## config.mk

```make
export PLATFORM = sky130hd
export DESIGN_NAME = pnos_mul
export DESIGN_NICKNAME = d
export VERILOG_FILES = /design/src/sv/pnos_pkg.sv /design/src/sv/pnos_mul.sv
export SDC_FILE = /design/constraint.sdc
export NUM_CORES = 2
export LEC_CHECK = 0
export BUFFER_PORTS_ARGS = -buffer_cell sky130_fd_sc_hd__buf_2
export CAP_MARGIN = 10
export CORE_ASPECT_RATIO = 1.75
export CORE_MARGIN = 2
export CORE_UTILIZATION = 60
export DETAILED_ROUTE_END_ITERATION = 16
export PLACE_DENSITY = 0.77
export SETUP_SLACK_MARGIN = 0.02
export SLEW_MARGIN = 25
export SYNTH_ARGS = -nofsm -noshare
export SYNTH_HDL_FRONTEND = slang
export SYNTH_SLANG_ARGS = --single-unit
```

## constraint.sdc

```tcl
create_clock -name clock -period 10.3 [get_ports clock]
set_input_delay 0 -clock clock [delete_from_list [all_inputs] [get_ports clock]]
set_output_delay 0 -clock clock [all_outputs]
set_load 0.01 [all_outputs]
```

## src/sv/pnos_pkg.sv

```systemverilog
// pnos_pkg: shared constants, codes and structs of the octave-summed perlin noise unit
// depends on nothing; used by every other file of the block
package pnos_pkg;

   localparam int KIND_W     = 2;
   localparam int IDX_W      = 8;
   localparam int PERM_W     = 8;
   localparam int GRAD_W     = 16;
   localparam int GENTRY_W   = 2 * GRAD_W;
   localparam int COORD_W    = 32;
   localparam int NOISE_W    = 25;
   localparam int AMP_W      = 16;
   localparam int FREQ_W     = 16;
   localparam int DEPTH_W    = 4;
   localparam int CSR_IDX_W  = 2;
   localparam int CSR_DATA_W = 16;
   localparam int TABLE_SIZE = 256;

   localparam int MUL_A_W = 35;
   localparam int MUL_B_W = 19;
   localparam int PROD_W  = MUL_A_W + MUL_B_W;

   localparam logic [KIND_W-1:0] KIND_XPERM = 2'd0;
   localparam logic [KIND_W-1:0] KIND_YPERM = 2'd1;
   localparam logic [KIND_W-1:0] KIND_GRAD  = 2'd2;
   localparam logic [KIND_W-1:0] KIND_EVAL  = 2'd3;

   localparam logic [CSR_IDX_W-1:0] CSR_AMP   = 2'd0;
   localparam logic [CSR_IDX_W-1:0] CSR_FREQ  = 2'd1;
   localparam logic [CSR_IDX_W-1:0] CSR_DEPTH = 2'd2;

   localparam logic [AMP_W-1:0]   AMP_RESET   = 16'd256;
   localparam logic [FREQ_W-1:0]  FREQ_RESET  = 16'd256;
   localparam logic [DEPTH_W-1:0] DEPTH_RESET = 4'd0;

   localparam logic [NOISE_W-1:0] SAT_MAX = 25'h1FFFFFF;

   typedef struct packed {
      logic [AMP_W-1:0]   amp;
      logic [FREQ_W-1:0]  freq;
      logic [DEPTH_W-1:0] depth;
   } cfg_type;

   typedef struct packed {
      logic                we_x;
      logic                we_y;
      logic                we_g;
      logic [IDX_W-1:0]    index;
      logic [PERM_W-1:0]   perm;
      logic [GENTRY_W-1:0] grad;
   } tbl_wr_type;

   typedef struct packed {
      logic [IDX_W-1:0] x_addr;
      logic [IDX_W-1:0] y_addr;
      logic [IDX_W-1:0] g_addr;
   } tbl_rd_type;

   typedef struct packed {
      logic               ready;
      logic               done;
      logic [NOISE_W-1:0] sum;
   } core_stat_type;

endpackage

```

## src/sv/pnos_mul.sv

```systemverilog
// pnos_mul: the shared signed multiplier with its product register
// depends on pnos_pkg
module pnos_mul (
   input  logic                                clock,
   input  logic signed [pnos_pkg::MUL_A_W-1:0] op_a,
   input  logic signed [pnos_pkg::MUL_B_W-1:0] op_b,
   output logic signed [pnos_pkg::PROD_W-1:0]  prod_ff
);
   always_ff @(posedge clock) begin
      prod_ff <= op_a * op_b;
   end
endmodule

```

* Word level (Yosys, flattened, before mapping)
Cells that the tools add are included.
** Storage, ports and cells
- ROM bits :: 0
- Register bits after elaboration :: 54
- Latch bits :: 0
- Bits of input ports :: 55
- Output and inout bits :: 54
- Logic and storage cells :: 2
- Bits in writable memories :: 0
- Memories :: 0
** Operators by class
- Bitwise gates (word level) :: 0
- Multipliers :: 1
- Multiplexer cells :: 0
- Equal/unequal tests :: 0
- Reduce and logical (&&, ||, !) cells :: 0
- Div/mod/pow operators :: 0
- Shift-type cells :: 0
- Add/subtract/negate cells :: 0
- Magnitude comparators :: 0
** Operators by type and width (count)
- 35-bit by 19-bit multiplier with 54-bit output :: 1

* Logic depth before layout (Yosys ltp)
- Depth after elaboration :: 1
- Depth in mapped cells :: 25
- Depth with buffers taken out :: 24

* Worst setup path after synthesis
Ideal clock, no wire load.
- Kind :: input to register
- Start point :: input port op_a[34] in the netlist's numbering
- End point :: register prod_ff[51] in the netlist's numbering
- Data required time :: 10.168 ns
- Setup slack :: 4.201 ns
- Stages on the path :: 25
- Library setup time :: 0.132 ns
- Arrival time :: 5.968 ns
- Cell sequence :: clkbuf_1 clkbuf_1 nand2_1 inv_1 fa_1 inv_1 fa_1 fa_1 inv_1 fa_1 inv_1 fa_1 inv_1 fa_1 ha_1 ha_1 clkbuf_1 a21o_1 a21oi_1 nor2b_1 o21ai_0 a21oi_1 a211oi_1 o41ai_2 xor2_1
** Between the ends
- Word-level cells in the longest chain between the ends :: 1
** Ends and longest elaborated chain
- start, declared :: line pnos_mul.sv:5 : input logic signed [pnos_pkg::MUL_A_W-1:0] op_a,
- 35-bit by 19-bit multiplier with 54-bit output :: line pnos_mul.sv:10 : prod_ff <= op_a * op_b;
- end signal, assigned :: line pnos_mul.sv:10
- end, declared :: line pnos_mul.sv:7 : output logic signed [pnos_pkg::PROD_W-1:0] prod_ff
No other way between the ends.

* Final worst setup path
- Start point :: input port op_b[4] in the netlist's numbering
- End point :: register prod_ff[49] in the netlist's numbering
** Between the ends
- Word-level cells in the longest chain between the ends :: 1
** Ends and longest elaborated chain
- start, declared :: line pnos_mul.sv:6 : input logic signed [pnos_pkg::MUL_B_W-1:0] op_b,
- 35-bit by 19-bit multiplier with 54-bit output :: line pnos_mul.sv:10
No other way between the ends.

==> flow_summary.ini <==
[yosys]
yosys_warnings = 0
most_frequently_used_cell_type_in_the_post_synthesis_netlist = fa_1
gate_count_of_the_mapped_netlist = 2535
synth_area_leader_cell = fa_1
synth_area_per_cell_um2 = 9.413
most_frequently_used_flop_master_after_synthesis = dfxtp_1
synthDistinctLibCells = 62
synth_edf_count = 0
synth_sequential_area_ratio_pct = 4.530
ys_top_cells_by_count = 641 x fa_1, 590 x inv_1, 363 x nand2_1
synth_async_sr_flop_share_pct = 0
synth.net_count = 3376
mappedNetlistArea_um2 = 23860
post-synth-top-area-fraction_pct = 53.78
netlist_top_cells_area = fa_1 54%, inv_1 9.3%, and2_1 7.8%
synthesis_stage_register_bit_count = 54

[worst_setup_path]
cell_by_cell_trace_of_the_critical_path = buf_2 -> nand2_1 -> fa_1 -> fa_1 -> fa_1 -> inv_1 -> fa_1 -> fa_1 -> fa_1 -> fa_1 -> ha_1 -> a211o_1 -> a21oi_1 -> nand2_1 -> o21ai_2 -> a21oi_1 -> a21boi_1 -> a21boi_0 -> o2111a_1 -> a211oi_1
crit_family = adder cells
worstPathMaxFanout = 35
dominant_cell_type_by_count_on_the_critical_path = fa_1
critPathLaunchType = primary input
critPathKind = primary input to flop
end_kind = flop
crit_path_max_incr_delay_ns = 0.62
critical-path-slowest-cell = buf_2
worstPathBufferInverterCount = 2
cp_data_arrival_time_ns = 7.67
cp_data_required_time_ns = 10.54

[detailed_routing]
totalWireLength_um = 63830
detailedRoute.firstPassIterationCount = 5
detail_routed_via_count_per_cell = 5.774
drt_iter0_drc = 848
antenna_violating_nets_left = 0
wl_per_cell_um = 21.05
post-route-drc-count = 0
vias = 17510

[sta]
grt_setup_unrepaired = false
worst-slew-pin-transition_ns = 0.8508
fmax_ghz = 0.1346
finalCriticalPeriod_ns = 7.428
timing.final.max_slew_violations = 0
timing.final.crit_share_pct = 72.12
final.setup.tns_ns = 0
slew-limit-headroom_pct = 43.28
setup_viol_count_final = 0
hold_viol_final = 0

[place]
port-buffer-count = 108
place_hpwl_um = 51990
gp_congestion = 1.018

[cts]
post-cts-setup-buffers = 0
clock_tree.buffer_depth = 2
cts-htree-levels = 2
clock_sink_count = 54
cts.reportedPaths.clkPinSlew_ns = 0.09
cts.hold.buffers_added = 0
numCtsBuffers = 5
cts_repair_resize_count = 0
cts_tree = yes
cts.root.buffer_cell = clkbuf_16

[min_path]
hold_path_class = primary input to flop

[global_routing]
grt_start_max_net_pins = 37
global_route_wire_length_before_repair_um = 103700
grt_usage_pct = 32.96
grt_pass1_vias = 20130
antenna_violations_before_repair = 5
grt_remaining_overflow = 0

[layout]
drive_above_1_share_pct = 5.429
fin_nets = 3382
final.fill_count = 3258
diodes = 0
area.growth.synth_to_final_pct = 3.607
top_register = prod_ff
reg_top3 = prod_ff x54
flip_flop_count_of_the_largest_register_all_copies_and_words_added = 54

[floorplanning]
boundaryPins = 109
core_um2 = 39280
floorplan.die_area_um2 = 41450
floorplan.die.height_um = 267.8
std_cell_rows = 96
initial_utilization_pct = 60.75
die_w_um = 154.8

[job]
max-cap-violations = 0

[run_status]
run_status = finished, final reports clean
[stage by stage]
stage / setup slack (ns) / util [%] / std cells / instance area, µm² / hold WS [ns]
global route: 2.695 / 62.95 / 3032 / 24720 / 0.1803
floorplan: 4.201 / - / 2535 / 23860 / 0.1273
CTS: 2.906 / 62.95 / 3032 / 24720 / 0.1637
finish: 2.872 / 62.95 / 3032 / 24720 / 0.1725
global placement: 2.569 / 62.57 / 3024 / 24580 / 0.3948
detailed placement: 2.588 / 62.57 / 3024 / 24580 / 0.3948
[path summary, 6_finish.rpt]
| kind | start | cells past startpoint | end | slack, ns |
|---|---|---|---|---|
| setup / recovery | op_b[4] | 20 | prod_ff[49] | 2.87 |
| hold / removal | op_a[0] | 2 | prod_ff[0] | 0.17 |
[cells by family (layout without fill, tap and decap cells)]
group | Yosys count | count (layout) | synth area share, %
fa+ha+maj | 786 | 786 | 61.38
compound gates | 164 | 164 | 4.640
xor+xnor | 55 | 55 | 2.019
flops | 54 | 54 | 4.530
mux | 1 | 1 | 0.04719
buf+inv | 705 | 712 | 11.32
simple gates | 770 | 770 | 16.07
[final cells by class]
class / instances / area [µm²] / area share, %
inverter: 590 / 2215 / 8.957
timing repair buffer: 114 / 585.6 / 2.368
clock inverter: 3 / 22.52 / 0.09109
tap: 490 / 613.1 / 2.480
multi-input combinational: 1776 / 20080 / 81.22
sequential: 54 / 1081 / 4.372
clock buffer: 5 / 125.1 / 0.5061
[cell usage in the layout (no fill, tap or decap), types with 8 or more instances in the layout]
master	n
a21oi_1	46
nor2b_1	34
buf_2	108
and2_1	299
o21bai_1	9
inv_1	590
xor2_1	12
nand3_1	8
dfxtp_1	54
o21ai_0	29
a21o_1	23
xnor2_1	43
a31oi_1	9
fa_1	641
nand2_1	363
nor2_1	29
nor3_1	9
nand2b_1	10
ha_1	145
[routing by layer]
| layer | vias up | global-route usage [%] | share of wire, % |
|---|---|---|---|
| met5 | - | 0 | 0.11 |
| li1 | 7352 | - | - |
| met3 | 310 | 4.370 | 5.8 |
| met4 | 10 | 26.93 | 9.8 |
| met2 | 796 | 59.93 | 54 |
| met1 | 9038 | 33.57 | 30 |
Power is not shown: default switching activity piles up to over one toggle a cycle in this logic, so the estimate is an artifact.
